## src/rtl/bdc_pkg.sv

```systemverilog
// Shared types, constants and calendar tables for the business day counter.
package bdc_pkg;

   localparam int DAY_W      = 5;
   localparam int MONTH_W    = 4;
   localparam int YEAR_W     = 14;
   localparam int COUNT_W    = 22;
   localparam int MASK_W     = 7;
   localparam int REQ_DATA_W = 48;
   localparam int RSP_DATA_W = 24;
   localparam int CSR_ADDR_W = 3;
   localparam int CSR_DATA_W = 32;
   localparam int DIV_W      = 22;
   localparam int DIVISOR_W  = 9;
   localparam int RECIP_W    = 23;
   localparam int PROD_W     = 45;
   localparam int CENT_SHIFT = 20;
   localparam int QUAD_SHIFT = 22;
   localparam int WEEK_SHIFT = 25;

   localparam logic [MASK_W-1:0]    MASK_RESET    = 7'd96;
   localparam logic [DIVISOR_W-1:0] DIVISOR_CENT  = 9'd100;
   localparam logic [DIVISOR_W-1:0] DIVISOR_QUAD  = 9'd400;
   localparam logic [DIVISOR_W-1:0] DIVISOR_WEEK  = 9'd7;
   localparam logic [RECIP_W-1:0]   RECIP_CENT    = 23'd10486;
   localparam logic [RECIP_W-1:0]   RECIP_WEEK    = 23'd4793491;
   localparam logic [YEAR_W-1:0]    YEAR_MAX      = 14'd9999;
   localparam logic [CSR_ADDR_W-1:0] ADDR_WEEKEND_MASK = 3'd0;

   typedef enum logic [3:0] {
      ST_IDLE,
      ST_DIV_F100,
      ST_DIV_F400,
      ST_DIV_T100,
      ST_DIV_T400,
      ST_SERIAL,
      ST_SPAN,
      ST_DIV_WD,
      ST_DIV_N,
      ST_COUNT,
      ST_FINISH
   } state_type;

   typedef enum logic [2:0] {
      DIV_F100,
      DIV_F400,
      DIV_T100,
      DIV_T400,
      DIV_WD,
      DIV_N
   } div_op_type;

   typedef struct packed {
      logic       load;
      logic       div_run;
      div_op_type div_op;
      logic       calc_serial;
      logic       calc_span;
      logic       calc_count;
      logic       rsp_load;
   } cmd_type;

   typedef struct packed {
      logic div_done;
      logic rsp_free;
   } status_type;

   function automatic logic [DAY_W-1:0] month_len(input logic [MONTH_W-1:0] m);
      logic [DAY_W-1:0] len;
      unique case (m)
         4'd1, 4'd3, 4'd5, 4'd7, 4'd8, 4'd10, 4'd12: len = 5'd31;
         4'd4, 4'd6, 4'd9, 4'd11:                    len = 5'd30;
         4'd2:                                       len = 5'd28;
         default:                                    len = 5'd0;
      endcase
      return len;
   endfunction

   function automatic logic [8:0] month_start(input logic [MONTH_W-1:0] m);
      logic [8:0] st;
      unique case (m)
         4'd1:    st = 9'd0;
         4'd2:    st = 9'd31;
         4'd3:    st = 9'd59;
         4'd4:    st = 9'd90;
         4'd5:    st = 9'd120;
         4'd6:    st = 9'd151;
         4'd7:    st = 9'd181;
         4'd8:    st = 9'd212;
         4'd9:    st = 9'd243;
         4'd10:   st = 9'd273;
         4'd11:   st = 9'd304;
         4'd12:   st = 9'd334;
         default: st = 9'd0;
      endcase
      return st;
   endfunction

endpackage

```

## src/rtl/business_day_counter_core.sv

```systemverilog
// Top level of the business day counter: register port, controller and datapath.
//
// Input channel req_*: one item holds a start date and an end date (excluded).
// Result channel rsp_*: one item per input, the count of business days in
// rsp_tdata and the bad-date flag in rsp_tuser; a bad date gives a zero count.
// Register port csr_*: weekend_mask at byte address 0, bit d marks weekday d
// (0 Sunday) as a non-business day; write only while no item is in flight.
//
// The same steps run for every item, whatever the span, and no new item is taken
// until the result of the last one is loaded; the next item is accepted the cycle
// after the result is loaded. Each item runs six constant divisions (by 100 and
// 400 for each year, by 7 for the start weekday and the week count), each a registered
// reciprocal-multiply quotient and then the remainder, plus serial numbers, span, count and load.
//
// Reset clears the controller, the divider phase and the output valid, and
// sets weekend_mask to Friday and Saturday. When the receiver stalls, the result
// holds in the output register; the block accepts and works on the next item
// and waits at its end until the output register is free.
module business_day_counter_core (
   input  logic                                clock,
   input  logic                                reset,
   // from_day[4:0], from_month[8:5], from_year[22:9],
   // to_day[27:23], to_month[31:28], to_year[45:32], zero[47:46]
   input  logic [bdc_pkg::REQ_DATA_W-1:0]      req_tdata,
   input  logic                                req_tvalid,
   output logic                                req_tready,
   // business_days[21:0], zero[23:22]
   output logic [bdc_pkg::RSP_DATA_W-1:0]      rsp_tdata,
   // bad_date[0]
   output logic [0:0]                          rsp_tuser,
   output logic                                rsp_tvalid,
   input  logic                                rsp_tready,
   input  logic                                csr_psel,
   input  logic                                csr_penable,
   input  logic                                csr_pwrite,
   input  logic [bdc_pkg::CSR_ADDR_W-1:0]      csr_paddr,
   input  logic [bdc_pkg::CSR_DATA_W-1:0]      csr_pwdata,
   output logic [bdc_pkg::CSR_DATA_W-1:0]      csr_prdata,
   output logic                                csr_pready
);
   import bdc_pkg::*;

   logic [MASK_W-1:0] weekend_mask_ff;
   logic              csr_write;
   cmd_type           cmd;
   status_type        status;

   assign csr_pready = 1'b1;
   assign csr_write  = csr_psel && csr_penable && csr_pwrite && csr_pready;

   always_ff @(posedge clock) begin
      if (reset) begin
         weekend_mask_ff <= MASK_RESET;
      end else if (csr_write && (csr_paddr[2] == ADDR_WEEKEND_MASK[2])) begin
         weekend_mask_ff <= csr_pwdata[MASK_W-1:0];
      end
   end

   assign csr_prdata = (csr_paddr[2] == ADDR_WEEKEND_MASK[2])
                       ? CSR_DATA_W'(weekend_mask_ff) : '0;

   bdc_controller u_controller (
      .clock      (clock),
      .reset      (reset),
      .req_tvalid (req_tvalid),
      .req_tready (req_tready),
      .status     (status),
      .cmd        (cmd)
   );

   bdc_datapath u_datapath (
      .clock        (clock),
      .reset        (reset),
      .cmd          (cmd),
      .status       (status),
      .req_tdata    (req_tdata),
      .weekend_mask (weekend_mask_ff),
      .rsp_tvalid   (rsp_tvalid),
      .rsp_tready   (rsp_tready),
      .rsp_tdata    (rsp_tdata),
      .rsp_tuser    (rsp_tuser)
   );

   a_one_item_in_flight: assert property (@(posedge clock) disable iff (reset)
      req_tvalid && req_tready |=> !req_tready)
      else $error("input accepted twice in a row");

   a_bad_date_zero: assert property (@(posedge clock) disable iff (reset)
      rsp_tvalid && rsp_tuser[0] |-> rsp_tdata[COUNT_W-1:0] == '0)
      else $error("bad date with nonzero count");

   a_mask_write: assert property (@(posedge clock) disable iff (reset)
      csr_write && (csr_paddr[2] == ADDR_WEEKEND_MASK[2])
      |=> weekend_mask_ff == $past(csr_pwdata[MASK_W-1:0]))
      else $error("weekend mask write lost");

   a_load_only_when_free: assert property (@(posedge clock) disable iff (reset)
      cmd.rsp_load |-> !rsp_tvalid || rsp_tready)
      else $error("result overwritten while stalled");

endmodule

```

## src/rtl/bdc_controller.sv

```systemverilog
// Sequencer that steps one item through divisions, serial numbers and the count.
module bdc_controller (
   input  logic               clock,
   input  logic               reset,
   input  logic               req_tvalid,
   output logic               req_tready,
   input  bdc_pkg::status_type status,
   output bdc_pkg::cmd_type    cmd
);
   import bdc_pkg::*;

   state_type state_ff, state_in;

   always_ff @(posedge clock) begin
      if (reset) begin
         state_ff <= ST_IDLE;
      end else begin
         state_ff <= state_in;
      end
   end

   always_comb begin
      state_in        = state_ff;
      cmd             = '0;
      cmd.div_op      = DIV_F100;
      req_tready      = 1'b0;
      unique case (state_ff)
         ST_IDLE: begin
            req_tready = 1'b1;
            if (req_tvalid) begin
               cmd.load = 1'b1;
               state_in = ST_DIV_F100;
            end
         end
         ST_DIV_F100: begin
            cmd.div_run = 1'b1;
            cmd.div_op  = DIV_F100;
            if (status.div_done) state_in = ST_DIV_F400;
         end
         ST_DIV_F400: begin
            cmd.div_run = 1'b1;
            cmd.div_op  = DIV_F400;
            if (status.div_done) state_in = ST_DIV_T100;
         end
         ST_DIV_T100: begin
            cmd.div_run = 1'b1;
            cmd.div_op  = DIV_T100;
            if (status.div_done) state_in = ST_DIV_T400;
         end
         ST_DIV_T400: begin
            cmd.div_run = 1'b1;
            cmd.div_op  = DIV_T400;
            if (status.div_done) state_in = ST_SERIAL;
         end
         ST_SERIAL: begin
            cmd.calc_serial = 1'b1;
            state_in        = ST_SPAN;
         end
         ST_SPAN: begin
            cmd.calc_span = 1'b1;
            state_in      = ST_DIV_WD;
         end
         ST_DIV_WD: begin
            cmd.div_run = 1'b1;
            cmd.div_op  = DIV_WD;
            if (status.div_done) state_in = ST_DIV_N;
         end
         ST_DIV_N: begin
            cmd.div_run = 1'b1;
            cmd.div_op  = DIV_N;
            if (status.div_done) state_in = ST_COUNT;
         end
         ST_COUNT: begin
            cmd.calc_count = 1'b1;
            state_in       = ST_FINISH;
         end
         ST_FINISH: begin
            if (status.rsp_free) begin
               cmd.rsp_load = 1'b1;
               state_in     = ST_IDLE;
            end
         end
         default: state_in = ST_IDLE;
      endcase
   end

endmodule

```

## src/rtl/bdc_datapath.sv

```systemverilog
// Datapath: input capture, reciprocal constant divider, serial numbers, count, output register.
module bdc_datapath (
   input  logic                              clock,
   input  logic                              reset,
   input  bdc_pkg::cmd_type                  cmd,
   output bdc_pkg::status_type               status,
   input  logic [bdc_pkg::REQ_DATA_W-1:0]    req_tdata,
   input  logic [bdc_pkg::MASK_W-1:0]        weekend_mask,
   output logic                              rsp_tvalid,
   input  logic                              rsp_tready,
   output logic [bdc_pkg::RSP_DATA_W-1:0]    rsp_tdata,
   output logic [0:0]                        rsp_tuser
);
   import bdc_pkg::*;

   logic [DAY_W-1:0]   from_day_ff, to_day_ff;
   logic [MONTH_W-1:0] from_month_ff, to_month_ff;
   logic [YEAR_W-1:0]  from_year_ff, to_year_ff;

   logic                 phase_ff, phase_in;
   logic [DIV_W-1:0]     quot_ff, quot_in;
   logic [YEAR_W-1:0]    from_p, to_p;
   logic [DIV_W-1:0]     dividend;
   logic [DIVISOR_W-1:0] divisor;
   logic [RECIP_W-1:0]   recip;
   logic [PROD_W-1:0]    product;
   logic [DIV_W-1:0]     q_sel;
   logic [DIV_W-1:0]     back;
   logic [DIV_W-1:0]     rem_full;
   logic [DIVISOR_W-1:0] r_fin;

   logic [7:0] fq100_ff, tq100_ff;
   logic [6:0] fr100_ff, tr100_ff;
   logic [5:0] fq400_ff, tq400_ff;
   logic [8:0] fr400_ff, tr400_ff;
   logic [2:0] wd_ff, nr_ff;
   logic [18:0] nq_ff;

   logic [COUNT_W-1:0] s1_ff, s2_ff, n_ff;
   logic               bad_ff, lt_ff;
   logic [COUNT_W-1:0] count_ff;

   logic               rsp_valid_ff, rsp_valid_in;
   logic [COUNT_W-1:0] rsp_count_ff;
   logic               rsp_bad_ff;

   logic               from_leap, to_leap, from_ok, to_ok;
   logic [COUNT_W-1:0] from_serial, to_serial;
   logic [2:0]         per_week;
   logic [2:0]         partial;
   logic [COUNT_W-1:0] count_calc;

   function automatic logic [COUNT_W-1:0] serial_of(
      input logic [DAY_W-1:0]   d,
      input logic [MONTH_W-1:0] m,
      input logic [YEAR_W-1:0]  y,
      input logic [7:0]         q100,
      input logic [5:0]         q400,
      input logic               lp
   );
      logic [YEAR_W-1:0]  p;
      logic [COUNT_W:0]   base;
      logic [COUNT_W-1:0] s;
      p    = y - YEAR_W'(1);
      base = (COUNT_W+1)'(p) * (COUNT_W+1)'(365);
      s    = base[COUNT_W-1:0] + COUNT_W'(p[YEAR_W-1:2]) - COUNT_W'(q100) + COUNT_W'(q400)
             + COUNT_W'(month_start(m)) + COUNT_W'(lp && (m > 4'd2)) + COUNT_W'(d)
             - COUNT_W'(1);
      return s;
   endfunction

   function automatic logic date_ok(
      input logic [DAY_W-1:0]   d,
      input logic [MONTH_W-1:0] m,
      input logic [YEAR_W-1:0]  y,
      input logic               lp
   );
      logic [DAY_W-1:0] len;
      len = month_len(m) + DAY_W'(lp && (m == 4'd2));
      return (y != '0) && (y <= YEAR_MAX) && (m != '0) && (m <= 4'd12)
             && (d != '0) && (d <= len);
   endfunction

   always_ff @(posedge clock) begin
      if (cmd.load) begin
         from_day_ff   <= req_tdata[4:0];
         from_month_ff <= req_tdata[8:5];
         from_year_ff  <= req_tdata[22:9];
         to_day_ff     <= req_tdata[27:23];
         to_month_ff   <= req_tdata[31:28];
         to_year_ff    <= req_tdata[45:32];
      end
   end

   assign from_p = from_year_ff - YEAR_W'(1);
   assign to_p   = to_year_ff - YEAR_W'(1);

   always_comb begin
      unique case (cmd.div_op)
         DIV_F100: begin
            dividend = DIV_W'(from_p);
            divisor  = DIVISOR_CENT;
            recip    = RECIP_CENT;
         end
         DIV_F400: begin
            dividend = DIV_W'(from_p);
            divisor  = DIVISOR_QUAD;
            recip    = RECIP_CENT;
         end
         DIV_T100: begin
            dividend = DIV_W'(to_p);
            divisor  = DIVISOR_CENT;
            recip    = RECIP_CENT;
         end
         DIV_T400: begin
            dividend = DIV_W'(to_p);
            divisor  = DIVISOR_QUAD;
            recip    = RECIP_CENT;
         end
         DIV_WD: begin
            dividend = s1_ff + DIV_W'(1);
            divisor  = DIVISOR_WEEK;
            recip    = RECIP_WEEK;
         end
         DIV_N: begin
            dividend = n_ff;
            divisor  = DIVISOR_WEEK;
            recip    = RECIP_WEEK;
         end
         default: begin
            dividend = '0;
            divisor  = DIVISOR_WEEK;
            recip    = RECIP_WEEK;
         end
      endcase
      product = PROD_W'(dividend) * PROD_W'(recip);
      unique case (cmd.div_op)
         DIV_F100, DIV_T100: q_sel = DIV_W'(product[CENT_SHIFT+7:CENT_SHIFT]);
         DIV_F400, DIV_T400: q_sel = DIV_W'(product[QUAD_SHIFT+5:QUAD_SHIFT]);
         default:            q_sel = DIV_W'(product[PROD_W-1:WEEK_SHIFT]);
      endcase
      back     = quot_ff * DIV_W'(divisor);
      rem_full = dividend - back;
      r_fin    = rem_full[DIVISOR_W-1:0];
      quot_in  = quot_ff;
      phase_in = phase_ff;
      if (cmd.div_run) begin
         if (!phase_ff) begin
            quot_in = q_sel;
         end
         phase_in = !phase_ff;
      end
   end

   assign status.div_done = cmd.div_run && phase_ff;

   always_ff @(posedge clock) begin
      if (reset) begin
         phase_ff <= 1'b0;
      end else begin
         phase_ff <= phase_in;
      end
      quot_ff <= quot_in;
   end

   always_ff @(posedge clock) begin
      if (status.div_done) begin
         unique case (cmd.div_op)
            DIV_F100: begin fq100_ff <= quot_ff[7:0]; fr100_ff <= r_fin[6:0]; end
            DIV_F400: begin fq400_ff <= quot_ff[5:0]; fr400_ff <= r_fin[8:0]; end
            DIV_T100: begin tq100_ff <= quot_ff[7:0]; tr100_ff <= r_fin[6:0]; end
            DIV_T400: begin tq400_ff <= quot_ff[5:0]; tr400_ff <= r_fin[8:0]; end
            DIV_WD:   wd_ff <= r_fin[2:0];
            DIV_N:    begin nq_ff <= quot_ff[18:0]; nr_ff <= r_fin[2:0]; end
            default:  ;
         endcase
      end
   end

   assign from_leap = ((from_year_ff[1:0] == 2'd0) && (fr100_ff != 7'd99))
                      || (fr400_ff == 9'd399);
   assign to_leap   = ((to_year_ff[1:0] == 2'd0) && (tr100_ff != 7'd99))
                      || (tr400_ff == 9'd399);
   assign from_ok   = date_ok(from_day_ff, from_month_ff, from_year_ff, from_leap);
   assign to_ok     = date_ok(to_day_ff, to_month_ff, to_year_ff, to_leap);
   assign from_serial = serial_of(from_day_ff, from_month_ff, from_year_ff,
                                  fq100_ff, fq400_ff, from_leap);
   assign to_serial   = serial_of(to_day_ff, to_month_ff, to_year_ff,
                                  tq100_ff, tq400_ff, to_leap);

   always_ff @(posedge clock) begin
      if (cmd.calc_serial) begin
         s1_ff  <= from_serial;
         s2_ff  <= to_serial;
         bad_ff <= !(from_ok && to_ok);
      end
      if (cmd.calc_span) begin
         n_ff  <= s2_ff - s1_ff;
         lt_ff <= s1_ff < s2_ff;
      end
      if (cmd.calc_count) begin
         count_ff <= count_calc;
      end
   end

   always_comb begin
      logic [3:0] idx;
      logic [2:0] wday;
      per_week = 3'd7 - 3'($countones(weekend_mask));
      partial  = '0;
      for (int i = 0; i < 6; i++) begin
         idx  = 4'(wd_ff) + 4'(i);
         wday = (idx >= 4'd7) ? 3'(idx - 4'd7) : idx[2:0];
         if ((3'(i) < nr_ff) && !weekend_mask[wday]) partial = partial + 3'd1;
      end
      count_calc = (bad_ff || !lt_ff) ? '0
                 : COUNT_W'(nq_ff) * COUNT_W'(per_week) + COUNT_W'(partial);
   end

   assign status.rsp_free = !rsp_valid_ff || rsp_tready;

   always_comb begin
      rsp_valid_in = rsp_valid_ff;
      if (cmd.rsp_load) begin
         rsp_valid_in = 1'b1;
      end else if (rsp_tready) begin
         rsp_valid_in = 1'b0;
      end
   end

   always_ff @(posedge clock) begin
      if (reset) begin
         rsp_valid_ff <= 1'b0;
      end else begin
         rsp_valid_ff <= rsp_valid_in;
      end
      if (cmd.rsp_load) begin
         rsp_count_ff <= count_ff;
         rsp_bad_ff   <= bad_ff;
      end
   end

   assign rsp_tvalid = rsp_valid_ff;
   assign rsp_tdata  = RSP_DATA_W'(rsp_count_ff);
   assign rsp_tuser  = rsp_bad_ff;

endmodule

```

## config.mk

```make
export PLATFORM = sky130hd
export DESIGN_NAME = business_day_counter_core
export DESIGN_NICKNAME = d
export VERILOG_FILES = /design/src/rtl/bdc_pkg.sv /design/src/rtl/business_day_counter_core.sv /design/src/rtl/bdc_controller.sv /design/src/rtl/bdc_datapath.sv
export SDC_FILE = /design/constraint.sdc
export NUM_CORES = 2
export LEC_CHECK = 0
export BUFFER_PORTS_ARGS = -buffer_cell sky130_fd_sc_hd__buf_2
export CELL_PAD_IN_SITES_DETAIL_PLACEMENT = 1
export CELL_PAD_IN_SITES_GLOBAL_PLACEMENT = 1
export CORE_MARGIN = 2
export CORE_UTILIZATION = 33
export CTS_BUF_LIST = sky130_fd_sc_hd__clkbuf_2
export CTS_CLUSTER_DIAMETER = 200
export DETAILED_ROUTE_END_ITERATION = 7
export GPL_TIMING_DRIVEN = 0
export PLACE_DENSITY = 0.66
export SLEW_MARGIN = 20
export SYNTH_ARGS = -nofsm -noshare
export SYNTH_HDL_FRONTEND = slang
export SYNTH_SLANG_ARGS = --single-unit
```

## constraint.sdc

```tcl
create_clock -name clock -period 10.5 [get_ports clock]
set_input_delay 1.575 -clock clock [delete_from_list [all_inputs] [get_ports clock]]
set_output_delay 1.575 -clock clock [all_outputs]
set_load 0.01 [all_outputs]
```

==> results.yml <==
status:
  status: "finished, final reports clean"
cts:
  cts-buffers-inserted: 82
  cts_hold_buf: 0
  cts_resized: 0
  clkSlewWorstSetupHoldPaths_ns: 0.11
  cts_setup_buffers: 0
  cts_sinks: 300
  clk_path_buf_depth: 3
  clock_tree.htree_level_count: 3
  cts-root-buf: "clkbuf_2"
  cts_tree: "built"
  clock_latency_ns: 1.17
floorplanning:
  fp.dieH_um: 330.8
  io_pins: 150
  rows: 119
  fp.dieW_um: 330.8
  start_util_pct: 33.38
  core_um2: 105600
  die_area_um2: 109400
detailed_routing:
  vias: 23990
  avgRoutedWirePerCell_um: 17.79
  drtIter0Drc: 896
  dr.pass1.iters: 5
  drc: 0
  antenna_left: 0
  via_per_inst: 4.688
  finalWirelength_um: 91050
global_route:
  antenna_found_initial: 4
  grt_usage_pct: 17.07
  grt_max_degree: 39
  use_met3_pct: 2.467
  grt_pass1_wl_um: 144100
  met2_usage_pct: 30.26
  grt_pass1_vias: 26300
  grt_overflow: 0
  busiest_layer: "met2"
  grtUsageMet1_pct: 21.59
yosys:
  async_reset_ff_share_pct: 0
  avgSynthCellArea_um2: 10.33
  ys_seq_elements: 300
  yosysTopAreaCellShare_pct: 23.92
  ys.warnings.count: 0
  yosysUniqueCellTypes: 80
  synth_cells: 3410
  synth_area_leaders: "fa_1 24%, edfxtp_1 22%, ha_1 20%"
  ys_seq_area_share_pct: 24.51
  synth_top_area_cell: "fa_1"
  syn-cell-area_um2: 35240
  synth_edf_count: 263
  dominantRegCellSynth: "edfxtp_1"
worst_setup_path:
  crit_type: "flip-flop to flip-flop"
  cp_top_family: "adder cells"
  critPathMaxStageDelay_ns: 0.63
  crit_path_end_kind: "flip-flop"
  r2r_setup_slack_ns: 0.39
  cp.depth: 29
  ff2ff_path_depth: 29
  path_buf_inv: 6
  critPathMostFrequentCell: "fa_1"
  cpMaxStageDelayCell: "edfxtp_1"
  critPathArrivalTime_ns: 10.92
  crit_required_ns: 11.31
  cp_max_fo: 7
  cp-start-kind: "flip-flop"
timing:
  finalCritPeriodShare_pct: 96.26
  worst_clock_skew_ns: 0.1406
  post-route-min-period_ns: 10.11
  holdWs_ns: 0.4066
  report.final.slew_viol_count: 0
  relSlewSlack_pct: 19.50
  setup_violations: 0
  fmax_mhz: 98.94
  worst_pin_slew_ns: 1.207
  hold_viol: 0
placed_design:
  dp_cells: 4968
  dp_hpwl_um: 79270
  io_buffers: 92
  place.gp.congestion: 0.8707
flow_run:
  cap_violations: 0
worst_hold_path:
  whs_path_depth: 0
  worstHoldPathType: "flip-flop to flip-flop"
cells_and_area:
  syn_to_final_growth_pct: 9.700
  nets: 4726
  drive_gt1_share_pct: 8.815
  finalNonFillerCells: 5117
==> placed cells by master, fill, tap and decap left out, drive strengths merged, types with 11 or more instances in the layout <==
master,instances
xor2,61
o21bai,11
o22ai,15
clkbuf,144
dfxtp,37
nand2,191
nor4,16
nor3,47
inv,812
nand4,15
fa,421
o31ai,11
a21oi,110
and3,25
buf,140
edfxtp,263
xnor2,124
and2,24
a211oi,18
nand2b,38
ha,554
a21o,44
nand3,34
a31oi,18
nor2b,27
clkinv,24
o21ai,95
conb,63
mux2i,30
nor2,144
or3,13
==> worst reg2reg max path: cells and delay by family (launching register included) <==
| family | cells | cell delay [ns] |
|---|---|---|
| AOI/OAI and AO/OA | 8 | 2.04 |
| adders and majority gates | 9 | 4.07 |
| and+or+nand+nor | 4 | 1.61 |
| buffers and inverters | 6 | 0.72 |
| xor gates and xnor gates | 2 | 0.75 |
| DFF | 1 | 0.63 |
==> state kept, by name, summed over array words and instances, names as in the netlist, 7 cells and up, named ones only <==
register and flops:
u_datapath.tq100_ff 8, u_datapath.tr100_ff 7, weekend_mask_ff 7, u_datapath.fr400_ff 9, u_datapath.quot_ff 19, u_datapath.fr100_ff 7, u_datapath.s1_ff 22, u_datapath.tr400_ff 9
u_datapath.fq100_ff 8, u_datapath.rsp_count_ff 22, u_datapath.n_ff 22, u_datapath.nq_ff 19, u_datapath.count_ff 22, u_datapath.to_year_ff 14, u_datapath.from_year_ff 14, u_datapath.s2_ff 22
==> cells in the mapped netlist (29+ instances only) <==
cell type,instances
fa_1,421
o21ai_0,93
ha_1,554
a21o_1,44
dfxtp_1,37
nand2b_1,38
clkbuf_1,29
nor3_1,47
nand2_1,190
nor2_1,143
xor2_1,61
mux2i_1,30
nand3_1,34
a21oi_1,108
inv_1,808
edfxtp_1,263
xnor2_1,124
==> cells by family (layout without fill, tap and decap cells) <==
kind of cell / after synthesis / in the layout / synth area share, %
adder cells (fa/ha/maj): 975 / 975 / 43.59
multiplexers: 44 / 44 / 1.459
buffers and inverters: 873 / 1123 / 9.618
AO/OA/AOI/OAI: 409 / 409 / 7.499
flip-flops: 300 / 300 / 24.51
XOR/XNOR: 185 / 185 / 4.598
AND/OR/NAND/NOR: 622 / 622 / 8.706
other: 2 / 68 / 0.02131
==> through the flow <==
stage | setup TNS [ns] | setup WS (ns) | utilization [%] | cell area, um^2
finish | 0 | 0.3927 | 36.62 | 38660
global route | -0.02766 | -0.02766 | 36.61 | 38650
CTS | 0 | 0.1841 | 36.56 | 38590
detailed placement | 0 | 0.2269 | 35.84 | 37830
global placement | 0 | 0.2120 | 35.68 | 37670
floorplan | 0 | 1.940 | - | 35470
==> metal layers <==
layer	share of wire, %	wire [um]
met5	0	0
met4	2.3	2087
met3	3.3	2984
met2	50	45080
met1	45	40900
==> layout make-up <==
type / instances / area, um^2
fill: 12190 / 66910
multi-input combinational: 2298 / 23530
sequential: 300 / 8638
inverter: 810 / 3042
tap: 1391 / 1740
timing repair buffer: 106 / 584.3
clock buffer: 115 / 575.6
buffer: 63 / 347.8
clock inverter: 29 / 183.9
antenna: 5 / 12.51
==> worst paths after layout <==
path / endpoint / startpoint
max: u_datapath.quot_ff[6] / u_datapath.to_year_ff[0]
min: u_datapath.rsp_count_ff[17] / u_datapath.count_ff[17]
max reg2reg: u_datapath.quot_ff[6] / u_datapath.to_year_ff[0]
min reg2reg: u_datapath.rsp_count_ff[17] / u_datapath.count_ff[17]
Power is left out: the tool's default activity adds up to more than one toggle a clock period on the data nets, which glitch-free logic cannot reach.
